File: src/sv/bds_pkg.sv
`default_nettype none
package bds_pkg;

  localparam int unsigned CharW  = 8;
  localparam int unsigned ScoreW = 16;
  localparam int unsigned StatW  = 2;
  localparam int unsigned ScaleW = 11;
  localparam int unsigned ScoreScale = 2000;

  localparam logic [StatW-1:0] STATUS_OK        = 2'd0;
  localparam logic [StatW-1:0] STATUS_TOO_SHORT = 2'd1;
  localparam logic [StatW-1:0] STATUS_TOO_LONG  = 2'd2;

  localparam logic FUNC_REF   = 1'b0;
  localparam logic FUNC_QUERY = 1'b1;

  typedef struct packed {
    logic             func;
    logic [CharW-1:0] ch;
    logic             last;
  } cmd_t;

  typedef struct packed {
    logic [ScoreW-1:0] score;
    logic [StatW-1:0]  status;
  } res_t;

  typedef struct packed {
    logic shift;
    logic hit_en;
    logic cnt_clr;
    logic drain;
  } cell_ctl_t;

  typedef enum logic [1:0] {
    ST_IDLE,
    ST_DRAIN,
    ST_SCALE,
    ST_DIVIDE
  } state_e;

endpackage
`default_nettype wire

File: src/sv/bds_cell.sv
`default_nettype none
module bds_cell
  import bds_pkg::*;
#(
  parameter int unsigned CW = 6
) (
  input  wire logic             clk_i,
  input  wire logic             rst_ni,
  input  wire cell_ctl_t        ctl_i,
  input  wire logic [CharW-1:0] ch_i,
  input  wire logic             vld_i,
  input  wire logic [CharW-1:0] nb_ch_i,
  input  wire logic             nb_vld_i,
  input  wire logic [CharW-1:0] first_i,
  input  wire logic [CharW-1:0] second_i,
  input  wire logic [CW-1:0]    cnt_i,
  output logic      [CharW-1:0] ch_o,
  output logic                  vld_o,
  output logic      [CW-1:0]    cnt_o
);

  logic [CharW-1:0] ch_q, ch_d;
  logic             vld_q, vld_d;
  logic [CW-1:0]    cnt_q, cnt_d;
  logic             hit;

  assign hit = ctl_i.hit_en && nb_vld_i && (nb_ch_i == first_i) && (ch_q == second_i);

  always_comb begin
    ch_d  = ch_q;
    vld_d = vld_q;
    cnt_d = cnt_q;
    if (ctl_i.shift) begin
      ch_d  = ch_i;
      vld_d = vld_i;
    end
    if (ctl_i.cnt_clr) begin
      cnt_d = '0;
    end else if (ctl_i.drain) begin
      cnt_d = cnt_i;
    end else if (hit) begin
      cnt_d = cnt_q + CW'(1);
    end
  end

  always_ff @(posedge clk_i) begin
    ch_q <= ch_d;
  end

  always_ff @(posedge clk_i or negedge rst_ni) begin
    if (!rst_ni) begin
      vld_q <= 1'b0;
      cnt_q <= '0;
    end else begin
      vld_q <= vld_d;
      cnt_q <= cnt_d;
    end
  end

  assign ch_o  = ch_q;
  assign vld_o = vld_q;
  assign cnt_o = cnt_q;

endmodule
`default_nettype wire

File: src/sv/bds_div.sv
`default_nettype none
module bds_div
  import bds_pkg::*;
#(
  parameter int unsigned NW = 23,
  parameter int unsigned DW = 7
) (
  input  wire logic          clk_i,
  input  wire logic          rst_ni,
  input  wire logic          start_i,
  input  wire logic [NW-1:0] dividend_i,
  input  wire logic [DW-1:0] divisor_i,
  output logic               done_o,
  output logic      [NW-1:0] quotient_o
);

  localparam int unsigned KW = $clog2(NW);

  logic          busy_q, busy_d;
  logic          done_q, done_d;
  logic [KW-1:0] cnt_q, cnt_d;
  logic [NW-1:0] quo_q, quo_d;
  logic [DW-1:0] rem_q, rem_d;
  logic [DW-1:0] dvs_q, dvs_d;
  logic [DW:0]   rem_sh;
  logic          ge;

  assign rem_sh = {rem_q, quo_q[NW-1]};
  assign ge     = rem_sh >= {1'b0, dvs_q};

  always_comb begin
    busy_d = busy_q;
    done_d = 1'b0;
    cnt_d  = cnt_q;
    quo_d  = quo_q;
    rem_d  = rem_q;
    dvs_d  = dvs_q;
    if (start_i) begin
      busy_d = 1'b1;
      cnt_d  = '0;
      quo_d  = dividend_i;
      rem_d  = '0;
      dvs_d  = divisor_i;
    end else if (busy_q) begin
      quo_d = {quo_q[NW-2:0], ge};
      rem_d = ge ? DW'(rem_sh - {1'b0, dvs_q}) : DW'(rem_sh);
      cnt_d = cnt_q + KW'(1);
      if (cnt_q == KW'(NW - 1)) begin
        busy_d = 1'b0;
        done_d = 1'b1;
      end
    end
  end

  always_ff @(posedge clk_i) begin
    quo_q <= quo_d;
    rem_q <= rem_d;
    dvs_q <= dvs_d;
  end

  always_ff @(posedge clk_i or negedge rst_ni) begin
    if (!rst_ni) begin
      busy_q <= 1'b0;
      done_q <= 1'b0;
      cnt_q  <= '0;
    end else begin
      busy_q <= busy_d;
      done_q <= done_d;
      cnt_q  <= cnt_d;
    end
  end

  assign done_o     = done_q;
  assign quotient_o = quo_q;

endmodule
`default_nettype wire

File: src/sv/bigram_dice_similarity.sv
// Letter-pair similarity of a stored reference string and a streamed query.
// Input: one character beat per accepted command (start high, busy low),
// cmd_i.func selects reference (0) or query (1), cmd_i.last ends the string.
// Reference characters shift into a row of MAX_LEN cells, newest first; each
// query character broadcasts the pair (previous, current) to every cell, and
// each cell counts hits of its own stored pair in a local counter.
// Busy stays low between the characters of a string.
// After the query's last beat busy rises: the cell counters drain through the
// row into an accumulator; if the status is ok, the total is then scaled by
// 2000 and divided by the pair count in a bit-serial divider (one cycle per
// quotient bit, about 2*log2(MAX_LEN)+11 bits); else the score is zero.
// The result beat then shows on res_o with res_valid_o high for exactly one
// cycle. The receiver cannot stall; the result must be taken in that cycle.
// Reset clears the stored reference, the query state and all counters.
`default_nettype none
module bigram_dice_similarity
  import bds_pkg::*;
#(
  parameter int unsigned MAX_LEN = 64
) (
  input  wire logic clk_i,
  input  wire logic rst_ni,
  input  wire logic start,
  output logic      busy,
  input  wire cmd_t cmd_i,
  output logic      res_valid_o,
  output res_t      res_o
);

  localparam int unsigned CW = $clog2(MAX_LEN);
  localparam int unsigned MW = $clog2((MAX_LEN - 1) * (MAX_LEN - 1) + 1);
  localparam int unsigned LW = $clog2(MAX_LEN + 1);
  localparam int unsigned DW = $clog2(2 * MAX_LEN - 1);
  localparam int unsigned NW = MW + ScaleW;

  state_e           state_q, state_d;
  logic [LW-1:0]    ref_len_q, ref_len_d;
  logic             ref_done_q, ref_done_d;
  logic             ref_ovf_q, ref_ovf_d;
  logic [CharW-1:0] prev_q, prev_d;
  logic [LW-1:0]    q_len_q, q_len_d;
  logic             q_ovf_q, q_ovf_d;
  logic [MW-1:0]    acc_q, acc_d;
  logic [LW-1:0]    drain_cnt_q, drain_cnt_d;
  logic [StatW-1:0] stat_q, stat_d;
  logic [DW-1:0]    pairs_q, pairs_d;
  logic             res_valid_q, res_valid_d;
  res_t             res_q, res_d;

  cell_ctl_t        ctl;
  logic             accept;
  logic             restart;
  logic [LW-1:0]    len_eff;
  logic [LW-1:0]    ql_next;
  logic             qovf_next;
  logic             div_start;
  logic             div_done;
  logic [NW-1:0]    dividend;
  logic [NW-1:0]    quotient;

  logic [CharW-1:0] ch_w  [MAX_LEN];
  logic             vld_w [MAX_LEN];
  logic [CW-1:0]    cnt_w [MAX_LEN];

  assign accept = start && !busy;
  assign busy   = (state_q != ST_IDLE);

  genvar gi;
  generate
    for (gi = 0; gi < MAX_LEN; gi++) begin : g_cell
      logic [CharW-1:0] in_ch;
      logic             in_vld;
      logic [CharW-1:0] nb_ch;
      logic             nb_vld;
      logic [CW-1:0]    nb_cnt;
      if (gi == 0) begin : g_head
        assign in_ch  = cmd_i.ch;
        assign in_vld = 1'b1;
      end else begin : g_body
        assign in_ch  = ch_w[gi-1];
        assign in_vld = vld_w[gi-1] && !restart;
      end
      if (gi == MAX_LEN - 1) begin : g_tail
        assign nb_ch  = '0;
        assign nb_vld = 1'b0;
        assign nb_cnt = '0;
      end else begin : g_link
        assign nb_ch  = ch_w[gi+1];
        assign nb_vld = vld_w[gi+1];
        assign nb_cnt = cnt_w[gi+1];
      end
      bds_cell #(
        .CW(CW)
      ) u_cell (
        .clk_i    (clk_i),
        .rst_ni   (rst_ni),
        .ctl_i    (ctl),
        .ch_i     (in_ch),
        .vld_i    (in_vld),
        .nb_ch_i  (nb_ch),
        .nb_vld_i (nb_vld),
        .first_i  (prev_q),
        .second_i (cmd_i.ch),
        .cnt_i    (nb_cnt),
        .ch_o     (ch_w[gi]),
        .vld_o    (vld_w[gi]),
        .cnt_o    (cnt_w[gi])
      );
    end
  endgenerate

  assign dividend = NW'(acc_q) * NW'(ScoreScale);

  bds_div #(
    .NW(NW),
    .DW(DW)
  ) u_div (
    .clk_i      (clk_i),
    .rst_ni     (rst_ni),
    .start_i    (div_start),
    .dividend_i (dividend),
    .divisor_i  (pairs_q),
    .done_o     (div_done),
    .quotient_o (quotient)
  );

  assign restart   = ref_done_q;
  assign len_eff   = restart ? '0 : ref_len_q;
  assign qovf_next = q_ovf_q || (q_len_q == LW'(MAX_LEN));
  assign ql_next   = (q_len_q < LW'(MAX_LEN)) ? q_len_q + LW'(1) : q_len_q;

  always_comb begin
    state_d     = state_q;
    ref_len_d   = ref_len_q;
    ref_done_d  = ref_done_q;
    ref_ovf_d   = ref_ovf_q;
    prev_d      = prev_q;
    q_len_d     = q_len_q;
    q_ovf_d     = q_ovf_q;
    acc_d       = acc_q;
    drain_cnt_d = drain_cnt_q;
    stat_d      = stat_q;
    pairs_d     = pairs_q;
    res_valid_d = 1'b0;
    res_d       = res_q;
    ctl         = '0;
    div_start   = 1'b0;

    unique case (state_q)
      ST_IDLE: begin
        if (accept && cmd_i.func == FUNC_REF) begin
          ctl.cnt_clr = 1'b1;
          prev_d      = '0;
          q_len_d     = '0;
          q_ovf_d     = 1'b0;
          ref_done_d  = cmd_i.last;
          if (len_eff < LW'(MAX_LEN)) begin
            ctl.shift = 1'b1;
            ref_len_d = len_eff + LW'(1);
            ref_ovf_d = restart ? 1'b0 : ref_ovf_q;
          end else begin
            ref_len_d = len_eff;
            ref_ovf_d = 1'b1;
          end
        end else if (accept) begin
          if (q_len_q < LW'(MAX_LEN)) begin
            ctl.hit_en = (q_len_q != '0);
            prev_d     = cmd_i.ch;
          end
          q_len_d = ql_next;
          q_ovf_d = qovf_next;
          if (cmd_i.last) begin
            if (ref_len_q < LW'(2) || ql_next < LW'(2)) begin
              stat_d = STATUS_TOO_SHORT;
            end else if (ref_ovf_q || qovf_next) begin
              stat_d = STATUS_TOO_LONG;
            end else begin
              stat_d = STATUS_OK;
            end
            pairs_d     = DW'({1'b0, ref_len_q} + {1'b0, ql_next} - (LW + 1)'(2));
            prev_d      = '0;
            q_len_d     = '0;
            q_ovf_d     = 1'b0;
            acc_d       = '0;
            drain_cnt_d = '0;
            state_d     = ST_DRAIN;
          end
        end
      end
      ST_DRAIN: begin
        ctl.drain   = 1'b1;
        acc_d       = acc_q + MW'(cnt_w[0]);
        drain_cnt_d = drain_cnt_q + LW'(1);
        if (drain_cnt_q == LW'(MAX_LEN - 1)) begin
          if (stat_q == STATUS_OK) begin
            state_d = ST_SCALE;
          end else begin
            res_valid_d  = 1'b1;
            res_d.score  = '0;
            res_d.status = stat_q;
            state_d      = ST_IDLE;
          end
        end
      end
      ST_SCALE: begin
        div_start = 1'b1;
        state_d   = ST_DIVIDE;
      end
      ST_DIVIDE: begin
        if (div_done) begin
          res_valid_d  = 1'b1;
          res_d.status = STATUS_OK;
          res_d.score  = (32'(quotient) > 32'd65535) ? '1 : ScoreW'(quotient);
          state_d      = ST_IDLE;
        end
      end
      default: begin
        state_d = ST_IDLE;
      end
    endcase
  end

  always_ff @(posedge clk_i or negedge rst_ni) begin
    if (!rst_ni) begin
      state_q     <= ST_IDLE;
      ref_len_q   <= '0;
      ref_done_q  <= 1'b0;
      ref_ovf_q   <= 1'b0;
      prev_q      <= '0;
      q_len_q     <= '0;
      q_ovf_q     <= 1'b0;
      acc_q       <= '0;
      drain_cnt_q <= '0;
      stat_q      <= STATUS_OK;
      pairs_q     <= '0;
      res_valid_q <= 1'b0;
      res_q       <= '0;
    end else begin
      state_q     <= state_d;
      ref_len_q   <= ref_len_d;
      ref_done_q  <= ref_done_d;
      ref_ovf_q   <= ref_ovf_d;
      prev_q      <= prev_d;
      q_len_q     <= q_len_d;
      q_ovf_q     <= q_ovf_d;
      acc_q       <= acc_d;
      drain_cnt_q <= drain_cnt_d;
      stat_q      <= stat_d;
      pairs_q     <= pairs_d;
      res_valid_q <= res_valid_d;
      res_q       <= res_d;
    end
  end

  assign res_valid_o = res_valid_q;
  assign res_o       = res_q;

endmodule
`default_nettype wire

File: config.mk
export PLATFORM = sky130hd
export DESIGN_NAME = bigram_dice_similarity
export DESIGN_NICKNAME = d
export VERILOG_FILES = /design/src/sv/bds_pkg.sv /design/src/sv/bds_cell.sv /design/src/sv/bds_div.sv /design/src/sv/bigram_dice_similarity.sv
export SDC_FILE = /design/constraint.sdc
export NUM_CORES = 2
export LEC_CHECK = 0
export ABC_AREA = 1
export BUFFER_PORTS_ARGS = -buffer_cell sky130_fd_sc_hd__buf_2
export CAP_MARGIN = 40
export CORE_MARGIN = 3
export CORE_UTILIZATION = 35
export CTS_CLUSTER_SIZE = 40
export DETAILED_ROUTE_END_ITERATION = 8
export GPL_TIMING_DRIVEN = 1
export PLACE_DENSITY = 0.53
export SYNTH_ARGS = -nofsm -noshare
export SYNTH_HDL_FRONTEND = slang
export SYNTH_SLANG_ARGS = --single-unit
File: constraint.sdc
create_clock -name clk_i -period 18.8 [get_ports clk_i]
set_input_delay 4.7 -clock clk_i [delete_from_list [all_inputs] [get_ports clk_i]]
set_output_delay 4.7 -clock clk_i [all_outputs]
set_load 0.01 [all_outputs]
==> qor.yml <==
clkPwrFrac_pct: 19.9
drt_wl_total_um: 225000
synth_area_leaders: "nand2_1 25%, edfxtp_1 23%, dfrtp_1 19%, inv_1 5.6%, nand3_1 4.6%"
antenna_found_initial: 2
p_int_mw: 7.05
yosys_warnings: 0
tightest_slew_ns: 1.05
gp_congestion: 0.822
rsz0062_at_grt: "false"
placed_cells: 12200
fmax_mhz: 130
crit_chain: "buf_2 > nand2_2 > nor2_4 > inv_8 > nand2_4 > inv_8 > buf_4 > buf_4 > nand2_1 > nand2_1 > nand2_1"
clkLatencyLatePin_ns: 0.78
grt_overflow: 0
grt_usage_pct: 21.9
cts_buffers: 135
final_cells: 12500
drtIter0Drc: 5197
ys_seq_elements: 1072
h-tree-depth: 4
fin_skew_ns: 0.0344
synthCells: 9916
cts_root_buffer: "clkbuf_16"
cts.sinks: 1072
status: "finished clean"
cp-start-kind: "input pin"
post_cts_resized: 0
die-height_um: 449
crit_cells: 11
numPortBuffers: 32
viasPerCell: 5.04
postCtsHoldBufs: 0
synth_ff_type: "edfxtp_1"
hold_ws_ns: 0.449
min_path_cells: 0
cts_setup_buffers: 0
cts_tree: "done"
synth_fp_nets: 10100
worstSetupPathType: "input pin to flip-flop"
cp_slowest_cell: "buf_4"
final_util_pct: 39.0
period_share_pct: 40.8
fin_area_um2: 76000
antenna_left: 0
critPathRequiredTime_ns: 19.45
ios: 33
yosysTopAreaCellShare_pct: 24.9
max-slew-margin-rel_pct: 30.0
setup_ws_ns: 11.13
drc: 0
syn2layout_area_growth_pct: 10.6
synth.distinct_cells: 40
grt_pass1_vias: 60800
maxCapViolCount: 0
crit_buf_inv: 5
place_area_um2: 71500
p_seq_share_pct: 27.7
path_common_cell: "nand2_1"
post_drt_wl_per_cell_um: 18.0
arrival_ns: 8.33
cp-end-kind: "flip-flop"
yosysTopAreaCell: "nand2_1"
drt-pass1-iter-count: 6
sw_frac_of_total_pct: 47.3
design.core.area_um2: 195000
rr_worst_depth: 11
clk_pin_slew_worst_paths_ns: 0.05
power.total_mw: 13.4
grt_start_max_net_pins: 198
grt_pass1_wl_um: 355000
synth_edf_count: 538
syn_area_um2: 68800
cellPowerDensity_nw_per_um2: 176
setup_tns_ns: 0
fp.dieW_um: 449
peakVddDrop_mv: 0.227
synth_area_per_cell_um2: 6.94
drive_above_1_share_pct: 4.84
vias: 62900
start_util_pct: 35.2
place_ws_ns: 10.23
async_flop_share_pct: 48.8
rows: 162
cts_buffer_depth: 3
power_frac_comb_pct: 52.4
p_leak_nw: 38.4
hold_path_class: "flip-flop to flip-flop"
critical-path-top-delay-family: "buffers and inverters"
dieArea_um2: 202000
cpPeakStageDelay_ns: 0.68
finalCriticalPeriod_ns: 7.67
nets: 9947
final-hold-violation-count: 0
synth-seq-area-share_pct: 42.8
setup-violations-final: 0
netSwitchingPower_mw: 6.33
path_max_fanout: 131
report.final.slew_viol_count: 0
n_fill_cell: 20400
place.detailed.hpwl_um: 139000
==> power groups by stage <==
stage | combinational [mW] | sequential (mW) | clock [mW]
after floorplan | 5.51 | 3.41 | 0
after global placement | 6.89 | 3.73 | 0
after detailed placement | 7.02 | 3.74 | 0
after CTS | 7.07 | 3.69 | 2.73
after global routing | 8.18 | 3.79 | 2.82
final | 7.01 | 3.70 | 2.66
==> area by class of cell <==
class	count	area (um^2)	area share [%]
Clock buffer	195	4000	5.27
Inverter	1055	4000	5.26
Multi-Input combinational cell	7374	33500	44.0
Antenna cell	1	2.50	0.00329
Timing Repair Buffer	117	1310	1.72
Clock inverter	53	495	0.652
Tap cell	2624	3280	4.32
Sequential cell	1072	29500	38.8
==> cell usage after synthesis, types with 3 or more instances <==
master,number
clkbuf_1,156
nand3_1,638
inv_1,1034
nand3_2,62
fa_1,41
nand2_2,47
a22o_1,5
o211ai_1,86
o22ai_1,74
xor2_1,62
nand3b_1,10
inv_2,19
nand4_1,17
buf_1,25
o21ai_1,45
a211oi_1,31
ha_1,138
dfxtp_1,11
a21oi_1,242
o21ai_0,385
buf_4,23
buf_2,207
xnor2_1,108
nor3_1,58
nor2_2,3
nand2_1,4561
dfrtp_1,523
nor4_1,4
edfxtp_1,538
buf_6,4
a31oi_1,7
nor2_1,740
==> state kept, by name, summed over array words and instances (netlist names), 2 cells and up, named ones only <==
name,count
ref_len_q,7
g_cell.u_cell.cnt_o,378
u_div.rem_q,7
u_div.dvs_q,7
drain_cnt_q,7
acc_q,12
g_cell.u_cell.ch_o,512
q_len_q,7
res_o,18
u_div.cnt_q,5
stat_q,2
prev_q,8
pairs_q,7
g_cell.u_cell.vld_o,64
u_div.quotient_o,23
==> layout by cell type, fill, tap and decap left out, drive strengths merged <==
cell type | Yosys | routed
nor4 | 4 | 4
edfxtp | 538 | 538
dfrtp | 523 | 523
fa | 41 | 41
a31oi | 7 | 7
nand3 | 700 | 700
o32ai | 1 | 1
a21oi | 242 | 242
dfxtp | 11 | 11
o21ai | 431 | 431
and2 | 2 | 2
or2 | 2 | 2
buf | 259 | 117
inv | 1053 | 1049
clkinvlp | 0 | 3
bufinv | 0 | 7
o21bai | 1 | 1
o22ai | 74 | 74
xnor2 | 108 | 108
nand2 | 4608 | 4608
nand4 | 17 | 17
clkinv | 2 | 49
diode | 0 | 1
a22o | 5 | 5
nor2 | 745 | 745
a211oi | 31 | 31
nor3 | 58 | 58
a21o | 1 | 1
clkbuf | 156 | 195
o211ai | 86 | 86
xor2 | 62 | 62
nand3b | 10 | 10
ha | 138 | 138
==> cell families (layout without fill, tap and decap cells) <==
kind of cell    after synthesis  after routing  share of synthesized area (%)
other cells                   0              1                              0
simple gates               6146           6146                           35.7
buf+inv                    1470           1420                           8.57
xor+xnor                    170            170                           2.16
flops                      1072           1072                           42.8
fa+ha+maj                   179            179                           3.70
compound gates              879            879                           7.01
==> worst paths after layout <==
kind	start	to	slack (ns)
max	start	g_cell[20].u_cell.cnt_o[1]$_DFFE_PN0P_	11.13
min	pairs_q[2]$_DFFE_PN0P_	u_div.dvs_q[2]$_DFFE_PP_	0.45
max reg2reg	state_q[0]$_DFFE_PN0P_	g_cell[20].u_cell.cnt_o[1]$_DFFE_PN0P_	14.52
min reg2reg	pairs_q[2]$_DFFE_PN0P_	u_div.dvs_q[2]$_DFFE_PP_	0.45
max in group asynchronous	rst_ni	g_cell[62].u_cell.cnt_o[1]$_DFFE_PN0P_	12.97
min in group asynchronous	rst_ni	acc_q[11]$_DFFE_PN0P_	3.85
==> metal layers <==
layer / wire (um) / track usage (%) / up-vias
li1: - / - / 30800
met1: 101000 / 29.9 / 29900
met2: 105000 / 36.4 / 1903
met3: 13900 / 2.79 / 316
met4: 5840 / 6.26 / 0
met5: 0 / 0 / -
(Power assumes the default switching activity.)
